===== src/cbii_pkg.sv =====
`default_nettype none

package cbii_pkg;

	// Defaults for the top-level parameters.
	localparam int MAX_LINE_DEFAULT    = 1024;
	localparam int WEIGHT_BITS_DEFAULT = 16;
	localparam int SUM_BITS_DEFAULT    = 48;

	// Fixed field widths of the request and result items.
	localparam int CHAN_BITS       = 8;
	localparam int BIN_BITS        = 9;
	localparam int TABLE_DEPTH     = 512;
	localparam int TABLE_VAL_BITS  = 16;
	localparam int OUT_BITS        = 48;
	localparam int MASK_BITS       = 8;
	localparam int LINE_WIDTH_BITS = 11;

	// Each channel keeps its top three bits.
	localparam int CHAN_SHIFT = 5;

	localparam logic [LINE_WIDTH_BITS-1:0] LINE_WIDTH_RESET = 11'd640;
	localparam logic [MASK_BITS-1:0]       MASK_ON          = 8'd255;
	localparam logic [MASK_BITS-1:0]       MASK_OFF         = 8'd0;

	// Request kinds.
	localparam logic FUNC_PIXEL = 1'b0;
	localparam logic FUNC_TABLE = 1'b1;

	typedef struct packed {
		logic                              func;
		logic                              frame_start;
		logic [CHAN_BITS-1:0]              chan0;
		logic [CHAN_BITS-1:0]              chan1;
		logic [CHAN_BITS-1:0]              chan2;
		logic [BIN_BITS-1:0]               table_index;
		logic signed [TABLE_VAL_BITS-1:0]  table_value;
	} in_item_t;

	typedef struct packed {
		logic signed [OUT_BITS-1:0] integral_value;
		logic [MASK_BITS-1:0]       mask_byte;
	} out_item_t;

	// Row bookkeeping that goes with each pixel into the datapath.
	typedef struct packed {
		logic row_fresh;  // row total starts again from zero at this pixel
		logic first_row;  // no previous row to add for this pixel
	} row_flags_t;

endpackage

`default_nettype wire


===== src/cbii_raster_ctrl.sv =====
`default_nettype none

module cbii_raster_ctrl #(
	parameter int MAX_LINE = cbii_pkg::MAX_LINE_DEFAULT
) (
	input  wire logic                                  clk,
	input  wire logic                                  arst_n,
	input  wire logic                                  pixel_take,
	input  wire logic                                  frame_start,
	input  wire logic [cbii_pkg::LINE_WIDTH_BITS-1:0]  line_width,
	output logic [$clog2(MAX_LINE)-1:0]                col,
	output cbii_pkg::row_flags_t                       flags
);
	import cbii_pkg::*;

	localparam int CW = $clog2(MAX_LINE);
	localparam int EW = (CW + 1 > LINE_WIDTH_BITS) ? CW + 1 : LINE_WIDTH_BITS;
	localparam logic [EW-1:0] MAX_EXT = EW'(MAX_LINE);
	localparam logic [EW-1:0] ONE_EXT = EW'(1);

	logic [CW-1:0] col_q;
	logic          fresh_q;
	logic          first_q;
	logic [EW-1:0] width_ext;
	logic [EW-1:0] width_eff;
	logic [EW-1:0] col_next;
	logic          row_end;

	always_comb begin
		width_ext = EW'(line_width);
		if (width_ext == '0) begin
			width_eff = ONE_EXT;
		end else if (width_ext > MAX_EXT) begin
			width_eff = MAX_EXT;
		end else begin
			width_eff = width_ext;
		end
		col             = frame_start ? '0 : col_q;
		flags.row_fresh = frame_start | fresh_q;
		flags.first_row = frame_start | first_q;
		col_next        = EW'(col) + ONE_EXT;
		// A narrowed width in mid-row ends the row at once.
		row_end         = col_next >= width_eff;
	end

	always_ff @(posedge clk or negedge arst_n) begin
		if (!arst_n) begin
			col_q   <= '0;
			fresh_q <= 1'b1;
			first_q <= 1'b1;
		end else if (pixel_take) begin
			col_q   <= row_end ? '0 : col_next[CW-1:0];
			fresh_q <= row_end;
			first_q <= row_end ? 1'b0 : flags.first_row;
		end
	end

endmodule

`default_nettype wire


===== config.mk =====
export PLATFORM = sky130hd
export DESIGN_NAME = cbii_raster_ctrl
export DESIGN_NICKNAME = d
export VERILOG_FILES = /design/src/cbii_pkg.sv /design/src/cbii_raster_ctrl.sv
export SDC_FILE = /design/constraint.sdc
export NUM_CORES = 1
export LEC_CHECK = 0
export ABC_CLOCK_PERIOD_IN_PS = 2800
export BUFFER_PORTS_ARGS = -buffer_cell sky130_fd_sc_hd__buf_2
export CAP_MARGIN = 0
export CORE_MARGIN = 8
export CORE_UTILIZATION = 48
export DETAILED_ROUTE_END_ITERATION = 8
export PLACE_DENSITY = 0.77
export RECOVER_POWER = 50
export SLEW_MARGIN = 0
export SYNTH_ARGS = -nofsm -noshare
export SYNTH_HDL_FRONTEND = slang
export SYNTH_SLANG_ARGS = --single-unit
export TNS_END_PERCENT = 30

===== constraint.sdc =====
create_clock -name clk -period 2.8 [get_ports clk]
set_input_delay 0.28 -clock clk [delete_from_list [all_inputs] [get_ports clk]]
set_output_delay 0.28 -clock clk [all_outputs]
set_load 0.005 [all_outputs]

==> impl_metrics.yaml, run 1 <==
placement:
  dpl.cell_count: 181
  gp_congestion: 0.892
  place.port_buffers: 26
  dp_hpwl_mm: 2.19
cells_and_area:
  fin_nets: 187
  diodes: 0
  final_cells: 187
  drive_above_1_share: 0.321
  area_growth_pct: 20.0
global_route:
  grt_antenna_before_repair: 0
  grt_util_met2: 0.228
  grt_pass1_vias: 1039
  use_met1: 0.146
  grt_busiest_layer: "met2"
  grt_usage: 0.129
  grt_pass1_wl_mm: 4.42
  grt.overflow.total: 0
  grt_max_degree: 16
  grt_util_met3: 0.0226
worst_setup_path:
  path_cells: "inv_1 > nor2_2 > ha_2 > and3_1 > nand3_1 > nor4_1 > ha_1 > and4_1 > a221o_1 > buf_4 > a21boi_1"
  r2r_setup_slack_ns: 0.18
  slowest_delay_ns: 0.37
  r2r_end: "first_q$_DFFE_PN1P_"
  r2r_cells: 11
  worstPathRequired_ns: 2.99
  critPathArrivalTime_ns: 2.81
  worstSetupEndpointType: "flop"
  critPathLaunchType: "flop"
  slowest_stage: "dfrtp_1"
  crit_type: "reg2reg"
  cp_max_fo: 7
  regToRegStartpoint: "col_q[0]$_DFFE_PN0P_"
clock_network:
  h-tree-depth: 1
  cts_tree: "yes"
  clk_path_buf_depth: 2
  insertion_delay_ns: 0.27
  cts_root_buffer: "clkbuf_4"
  clock_sinks: 12
  cts_made_buffers: 3
  clk_pin_slew_ns: 0.08
logic_synthesis:
  synth_fp_nets: 154
  netlist_area_um2: 1110
  syn_area_per_cell_um2: 8.75
  synth_cell_types: 37
  yosys_register_bits: 12
  synth_ff_type: "dfrtp_1"
  async_flop_share: 1.00
  synth_top_cell_area_share: 0.225
  synth_edf_count: 0
  synth_top_cell_by_area: "dfrtp_1"
  ys_seq_area_frac: 0.273
  yosysWarningCount: 0
  synth_area_leaders: "dfrtp_1, ha_1, o22ai_2, inv_1, dfstp_2"
  synth_cells: 127
routing:
  dr.pass1.iters: 4
  vias_per_cell: 5.33
  vias: 997
  drt_wl_total_mm: 2.74
  drc: 0
  drt_iter0_markers: 38
  antenna_left: 0
  wl_per_cell_um: 14.7
timing:
  grt_setup_unrepaired: "no"
  period_share: 0.936
  worst_slew_pin_slew_ns: 0.686
  final.setup.tns_ns: 0
  period_needed_ns: 2.62
  setup_viol: 0
  slew_viol_final: 0
  slew_headroom: 0.543
  hold_violations: 0
  skew_ns: 0.0114
  fmax_ghz: 0.381
floorplan:
  die_x_um: 64.1
  core_area_um2: 2190
  io_pins: 27
  fp-row-count: 17
  die_y_um: 64.1
  start_util: 0.507
  die_area_um2: 4110
power:
  peakVddDrop_mv: 0.161
  power.density_nw_per_um2: 322
  p_leak_nw: 0.730
hold_path:
  min_to: "col_q[3]$_DFFE_PN0P_"
  hp-class: "in2reg"
  min_from: "pixel_take"
  hold_depth: 2
status:
  run_status: "completed"
flow_run:
  maxCapViolCount: 0
[per-layer routing]
layer  up-vias  part of all wire
li1        503                 -
met1       454              0.44
met2        34              0.49
met3         6             0.054
met4         0             0.015
met5         -                 0
[layout make-up]
class | count | area (µm²)
clock buffers | 4 | 26.3
fillers | 196 | 857
inverters | 20 | 75.1
multi-input cells | 91 | 722
flip-flops and latches | 12 | 303
well taps | 28 | 35.0
repair buffers | 32 | 173
[state kept, by name, summed over array words and instances, names as in the netlist]
register and count:
first_q 1, fresh_q 1, col_q 10
[Yosys cell counts (all sizes together), types with 2 or more instances]
master and n:
inv 19, ha 12, nand2 12, nor2 11, dfrtp 10, o22ai 9
nand3 5, o21ai 5, xnor2 5, a21oi 4, nor2b 4, buf 3
nand3b 3, nor3 3, nor4 3, xor2 3, dfstp 2, or2 2
[cells by family (layout without fill, tap and decap cells)]
logic type                 count (synthesis)  after routing  share of synthesized area
and+or+nand+nor                           48             48                      0.261
buffers and inverters                     24             56                     0.0957
AOI/OAI and AO/OA                         23             23                      0.172
adders and majority gates                 12             12                      0.135
DFF                                       12             12                      0.273
xor gates and xnor gates                   8              8                     0.0631
[worst max-delay path by stage]
| stage | startpoint | cells after the start | slack, ns | to |
|---|---|---|---|---|
| after floorplan | frame_start | 14 | 0.06 | col_q[1]$_DFFE_PN0P_ |
| after global placement | frame_start | 13 | 0.17 | first_q$_DFFE_PN1P_ |
| after detailed placement | frame_start | 13 | 0.07 | first_q$_DFFE_PN1P_ |
| after CTS | col_q[0]$_DFFE_PN0P_ | 13 | 0.05 | first_q$_DFFE_PN1P_ |
| after global routing | col_q[0]$_DFFE_PN0P_ | 11 | 0.01 | first_q$_DFFE_PN1P_ |
| final | col_q[0]$_DFFE_PN0P_ | 11 | 0.18 | first_q$_DFFE_PN1P_ |
[metrics by stage]
stage	instance area [µm²]	total power [mW]	hold WS [ns]	setup WS, ns	utilization
6_report	1330	0.430	0.388	0.178	0.609
5_1_grt	1330	0.454	0.423	0.0149	0.609
4_1_cts	1310	0.427	0.388	0.0536	0.599
3_5_place_dp	1270	0.316	0.171	0.0678	0.582
3_3_place_gp	1270	0.311	0.169	0.172	0.582
2_1_floorplan	1110	0.274	-0.0156	0.0561	-
[worst max-delay path, delay by kind of cell, from the launching register on]
| kind | cells | cell delay, ns |
|---|---|---|
| AO/OA/AOI/OAI | 2 | 0.50 |
| AND/OR/NAND/NOR | 5 | 0.91 |
| adder cells (fa/ha/maj) | 2 | 0.51 |
| buffers and inverters | 2 | 0.26 |
| flip-flops | 1 | 0.37 |
[repair_timing]
| action | 4_1_cts | 5_1_grt |
|---|---|---|
| resized for setup | 0 | 5 |
| hold endpoints to repair | 10 | 0 |
| setup endpoints to repair | 0 | 10 |
| buffers inserted | 0 | 1 |
| hold buffers | 1 | 0 |
[layout by cell type, fill, tap and decap left out, types with 3 or more instances in the layout]
| master | n |
|---|---|
| a21oi_1 | 4 |
| buf_2 | 22 |
| buf_4 | 5 |
| clkbuf_1 | 5 |
| clkbuf_4 | 3 |
| dfrtp_1 | 10 |
| ha_1 | 10 |
| inv_1 | 19 |
| nand2_1 | 12 |
| nand3_1 | 4 |
| nor2_1 | 9 |
| nor2b_1 | 3 |
| nor3_1 | 3 |
| o21ai_0 | 4 |
| o22ai_2 | 7 |
| xnor2_1 | 5 |
| xor2_1 | 3 |
[report_power, final]
group,internal (mW),switching (mW)
Clock,0.0551,0.0574
Combinational,0.0559,0.0669
Sequential,0.187,0.00810
Total,0.298,0.132
Power figures use the tool's default switching activity.
==> inputs of run 2 (changes only) <==
--- a/config.mk
+++ b/config.mk
@@ -5,14 +5,15 @@
 export SDC_FILE = /design/constraint.sdc
 export NUM_CORES = 1
 export LEC_CHECK = 0
-export ABC_CLOCK_PERIOD_IN_PS = 2800
+export ABC_CLOCK_PERIOD_IN_PS = 2830
 export BUFFER_PORTS_ARGS = -buffer_cell sky130_fd_sc_hd__buf_2
 export CAP_MARGIN = 0
 export CORE_MARGIN = 8
 export CORE_UTILIZATION = 48
 export DETAILED_ROUTE_END_ITERATION = 8
-export PLACE_DENSITY = 0.77
+export PLACE_DENSITY = 0.73
 export RECOVER_POWER = 50
+export SETUP_SLACK_MARGIN = 0.15
 export SLEW_MARGIN = 0
 export SYNTH_ARGS = -nofsm -noshare
 export SYNTH_HDL_FRONTEND = slang
==> constraint.sdc (replaced) <==
create_clock -name clk -period 2.83 [get_ports clk]
set_input_delay 0.283 -clock clk [delete_from_list [all_inputs] [get_ports clk]]
set_output_delay 0.283 -clock clk [all_outputs]
set_load 0.005 [all_outputs]
==> impl_metrics.yaml, run 2 (same netlist as run 1, synthesis figures left out) <==
routing:
  drt_iter0_markers: 52
  vias: 1020
  drc: 0
  drt_wl_total_mm: 2.98
  dr.pass1.iters: 4
  antenna_left: 0
  wl_per_cell_um: 15.5
  vias_per_cell: 5.28
floorplan:
  io_pins: 27
  die_y_um: 64.1
  start_util: 0.507
  core_area_um2: 2190
  die_area_um2: 4110
  fp-row-count: 17
  die_x_um: 64.1
timing:
  period_needed_ns: 2.63
  skew_ns: 0.00368
  worst_slew_pin_slew_ns: 0.678
  hold_violations: 0
  period_share: 0.930
  final.setup.tns_ns: 0
  grt_setup_unrepaired: "no"
  fmax_ghz: 0.380
  slew_viol_final: 0
  slew_headroom: 0.548
  setup_viol: 0
worst_setup_path:
  worstSetupEndpointType: "flop"
  critPathLaunchType: "flop"
  crit_type: "reg2reg"
  slowest_delay_ns: 0.42
  cp_max_fo: 6
  critPathArrivalTime_ns: 2.83
  r2r_setup_slack_ns: 0.20
  worstPathRequired_ns: 3.03
  worst-path-buf-inv: 3
  slowest_stage: "a221o_2"
  path_cells: "inv_2 > nor2_2 > ha_2 > and3_4 > nand3_2 > xor2_2 > inv_1 > ha_4 > a21oi_2 > o21ai_1 > a221o_2 > buf_6 > o22ai_2"
  critPathTopFamily: "compound AO/OA/AOI/OAI gates"
clock_network:
  clk_path_buf_depth: 2
  h-tree-depth: 1
  clock_sinks: 12
  clk_pin_slew_ns: 0.08
  cts_made_buffers: 3
  insertion_delay_ns: 0.28
  cts_tree: "yes"
  cts_root_buffer: "clkbuf_4"
global_route:
  grt.overflow.total: 0
  grt_max_degree: 14
  grt_pass1_vias: 1074
  grt_antenna_before_repair: 0
  grt_usage: 0.143
  grt_pass1_wl_mm: 4.76
cells_and_area:
  reg_top3: "col_q (10), first_q (1), fresh_q (1)"
  largest_reg_flops: 10
  fin_util: 0.664
  fin_nets: 193
  layout_common_cells: "buf_2, inv_1, nand2_1"
  area_growth_pct: 30.9
  regMostFlops: "col_q"
  diodes: 0
  drive_above_1_share: 0.412
  layout_commonest_cell: "buf_2"
hold_path:
  hp-class: "in2reg"
placement:
  dp_hpwl_mm: 2.25
  place.port_buffers: 26
  gp_congestion: 0.901
flow_run:
  maxCapViolCount: 0
power:
  p_leak_nw: 0.750
  power.density_nw_per_um2: 308
  power_mw: 0.448
  peakVddDrop_mv: 0.183
status:
  run_status: "completed"
-- run 2: cell count changes in the layout (fill, tap and decap cells not counted), moves of 3 or more --
cell and delta:
buf_4 +3, xor2_1 -3, inv_1 -3, inv_2 +3, xor2_2 +3
-- run 2: worst register-to-register path: cells and delay by family, from the launching register on --
| family | cells | cell delay [ns] |
|---|---|---|
| DFF | 1 | 0.39 |
| and+or+nand+nor | 3 | 0.45 |
| xor gates and xnor gates | 1 | 0.18 |
| buffers and inverters | 3 | 0.32 |
| AOI/OAI and AO/OA | 4 | 0.75 |
| adders and majority gates | 2 | 0.46 |
-- run 2: final timing paths --
check,startpoint,endpoint,cells past startpoint
setup / recovery,col_q[0]$_DFFE_PN0P_,col_q[8]$_DFFE_PN0P_,13
hold / removal,pixel_take,col_q[3]$_DFFE_PN0P_,2
setup reg to reg,col_q[0]$_DFFE_PN0P_,col_q[8]$_DFFE_PN0P_,13
hold reg to reg,first_q$_DFFE_PN1P_,first_q$_DFFE_PN1P_,2
max in group asynchronous,arst_n,col_q[9]$_DFFE_PN0P_,2
min in group asynchronous,arst_n,col_q[4]$_DFFE_PN0P_,2
-- run 2: cell type report --
| cell class | count | area, µm² |
|---|---|---|
| flip-flops and latches | 12 | 303 |
| inverters | 20 | 75.1 |
| repair buffers | 38 | 220 |
| fillers | 177 | 737 |
| multi-input cells | 91 | 795 |
| clock buffers | 4 | 26.3 |
| well taps | 28 | 35.0 |
-- run 2: timing repair --
action | in CTS | in global routing
setup endpoints to repair | 12 | 12
endpoints found under the hold margin | 10 | 0
hold buffers | 1 | 0
pin swaps | 2 | 7
gates resized for setup | 6 | 15
buffers inserted | 4 | 3
-- run 2: per-stage QoR --
stage	hold WS, ns	setup WS [ns]	area [µm²]	std cells
4_1_cts	0.368	0.155	1360	190
2_1_floorplan	-0.0126	0.168	1110	127
6_report	0.392	0.199	1450	193
3_3_place_gp	0.176	0.126	1280	181
5_1_grt	0.386	0.0670	1450	193
3_5_place_dp	0.177	-0.0239	1280	181
-- run 2: routing by layer --
metal  vias to the layer above  part of all wire  global-route usage
li1                        510                 -                   -
met1                       472              0.45               0.180
met2                        33              0.47               0.220
met3                         5             0.055              0.0314
met4                         0             0.022              0.0817
met5                         -                 0                   0
-- run 2: report_power, final --
| group | internal (mW) | switching [mW] |
|---|---|---|
| clock network | 0.0547 | 0.0625 |
| registers | 0.185 | 0.00901 |
| logic | 0.0640 | 0.0730 |
==> inputs of run 3 (changes only) <==
--- a/config.mk
+++ b/config.mk
@@ -8,7 +8,7 @@
 export ABC_CLOCK_PERIOD_IN_PS = 2830
 export BUFFER_PORTS_ARGS = -buffer_cell sky130_fd_sc_hd__buf_2
 export CAP_MARGIN = 0
-export CORE_MARGIN = 8
+export CORE_MARGIN = 3
 export CORE_UTILIZATION = 48
 export DETAILED_ROUTE_END_ITERATION = 8
 export PLACE_DENSITY = 0.73
==> impl_metrics.yaml, run 3 (same netlist as run 1, synthesis figures left out) <==
floorplan:
  fp-row-count: 16
  die_x_um: 54.1
  start_util: 0.534
  core_area_um2: 2080
  io_pins: 27
  die_area_um2: 2930
  die_y_um: 54.1
clock_network:
  cts_root_buffer: "clkbuf_4"
  clk_pin_slew_ns: 0.08
  clock_sinks: 12
  cts_made_buffers: 3
  cts_tree: "yes"
  insertion_delay_ns: 0.28
  h-tree-depth: 1
  clk_path_buf_depth: 2
timing:
  slew_viol_final: 0
  worst_slew_pin_slew_ns: 0.659
  hold_violations: 0
  skew_ns: 0.00755
  period_needed_ns: 2.67
  setup_viol: 0
  fmax_ghz: 0.374
  period_share: 0.944
  grt_setup_unrepaired: "no"
  slew_headroom: 0.561
global_route:
  grt_pass1_wl_mm: 4.24
  grt_usage: 0.201
  grt.overflow.total: 0
  grt_max_degree: 15
  grt_antenna_before_repair: 0
  grt_pass1_vias: 962
placement:
  place.port_buffers: 26
  gp_congestion: 0.805
  dp_hpwl_mm: 2.06
  dpl.cell_count: 179
  placed_cell_area_um2: 1270
worst_setup_path:
  critPathArrivalTime_ns: 2.87
  r2r_end: "col_q[4]$_DFFE_PN0P_"
  regToRegStartpoint: "col_q[1]$_DFFE_PN0P_"
  critPathLaunchType: "flop"
  worstPathRequired_ns: 3.03
  cp_max_fo: 7
  crit_type: "reg2reg"
  r2r_cells: 13
  r2r_setup_slack_ns: 0.16
  worstSetupEndpointType: "flop"
power:
  peakVddDrop_mv: 0.383
  p_leak_nw: 0.765
  power.density_nw_per_um2: 319
  power_mw: 0.465
cells_and_area:
  drive_above_1_share: 0.415
  n_fill_cell: 180
  final_cells: 191
  largest_reg_flops: 10
  diodes: 0
  regMostFlops: "col_q"
  layout_commonest_cell: "buf_2"
  finalInstanceArea_um2: 1460
  layout_common_cells: "buf_2, inv_1, nand2_1"
  fin_nets: 192
  fin_util: 0.700
  area_growth_pct: 31.1
  reg_top3: "col_q (10), first_q (1), fresh_q (1)"
routing:
  dr.pass1.iters: 4
  vias_per_cell: 5.55
  drc: 0
  vias: 1061
  antenna_left: 0
  drt_wl_total_mm: 2.82
  wl_per_cell_um: 14.7
  drt_iter0_markers: 11
status:
  run_status: "completed"
hold_path:
  min_from: "pixel_take"
  hp-class: "in2reg"
  min_to: "col_q[3]$_DFFE_PN0P_"
  hold_depth: 2
flow_run:
  maxCapViolCount: 0
[run 3: layer usage]
| metal | part of all wire | wire [µm] | up-vias | global-route usage |
|---|---|---|---|---|
| li1 | - | - | 512 | - |
| met1 | 0.41 | 1160 | 527 | 0.253 |
| met2 | 0.55 | 1550 | 22 | 0.347 |
| met3 | 0.036 | 102 | 0 | 0.0526 |
| met4 | 0 | 0 | 0 | 0.0373 |
| met5 | 0 | 0 | - | 0 |
[run 3: worst max-delay path by stage]
stage                               startpoint              endpoint  depth (start not counted)
final                     col_q[1]$_DFFE_PN0P_  col_q[4]$_DFFE_PN0P_                         13
after global routing      col_q[0]$_DFFE_PN0P_  col_q[4]$_DFFE_PN0P_                         13
after CTS                 col_q[1]$_DFFE_PN0P_  col_q[4]$_DFFE_PN0P_                         13
after detailed placement           frame_start  col_q[3]$_DFFE_PN0P_                         12
after global placement             frame_start  col_q[4]$_DFFE_PN0P_                         13
after floorplan                    frame_start  col_q[1]$_DFFE_PN0P_                         14
[run 3: final cells by class]
class	instances	area (µm²)	share of cell area
clock buffer	4	36.3	0.0249
inverter	20	75.1	0.0515
multi-input combinational	91	793	0.545
sequential	12	303	0.208
tap	27	33.8	0.0232
timing repair buffer	37	215	0.148
[run 3: stage by stage]
| stage | setup WS [ns] | setup TNS, ns | hold WS [ns] |
|---|---|---|---|
| 2_1_floorplan | 0.168 | 0 | -0.0126 |
| 3_3_place_gp | 0.0541 | 0 | 0.172 |
| 3_5_place_dp | -0.00451 | -0.00635 | 0.179 |
| 4_1_cts | 0.174 | 0 | 0.401 |
| 5_1_grt | 0.0628 | 0 | 0.410 |
| 6_report | 0.159 | 0 | 0.410 |
[run 3: power breakdown]
part | total [mW] | leakage, nW | internal, mW | switching, mW
clock | 0.139 | 0.0210 | 0.0783 | 0.0610
combinational | 0.133 | 0.587 | 0.0629 | 0.0701
sequential | 0.193 | 0.157 | 0.185 | 0.00804
total | 0.465 | 0.765 | 0.326 | 0.139
[run 3: worst max-delay path: stages, from the launching register on]
cell	delay, ns
dfrtp_1	0.37
inv_1	0.07
nor2_1	0.16
ha_2	0.22
and3_4	0.22
nand3_4	0.10
xor2_2	0.21
inv_2	0.06
ha_4	0.24
a211oi_2	0.19
o21ai_1	0.10
a221o_2	0.37
buf_6	0.16
o22ai_1	0.12
[run 3: repair_timing]
item	4_1_cts	5_1_grt
endpoints found under the hold margin	10	0
resized for setup	5	13
hold buffers	1	0
setup buffers	3	4
pin swaps	1	4
endpoints found under the setup margin	9	11
cloned	0	0
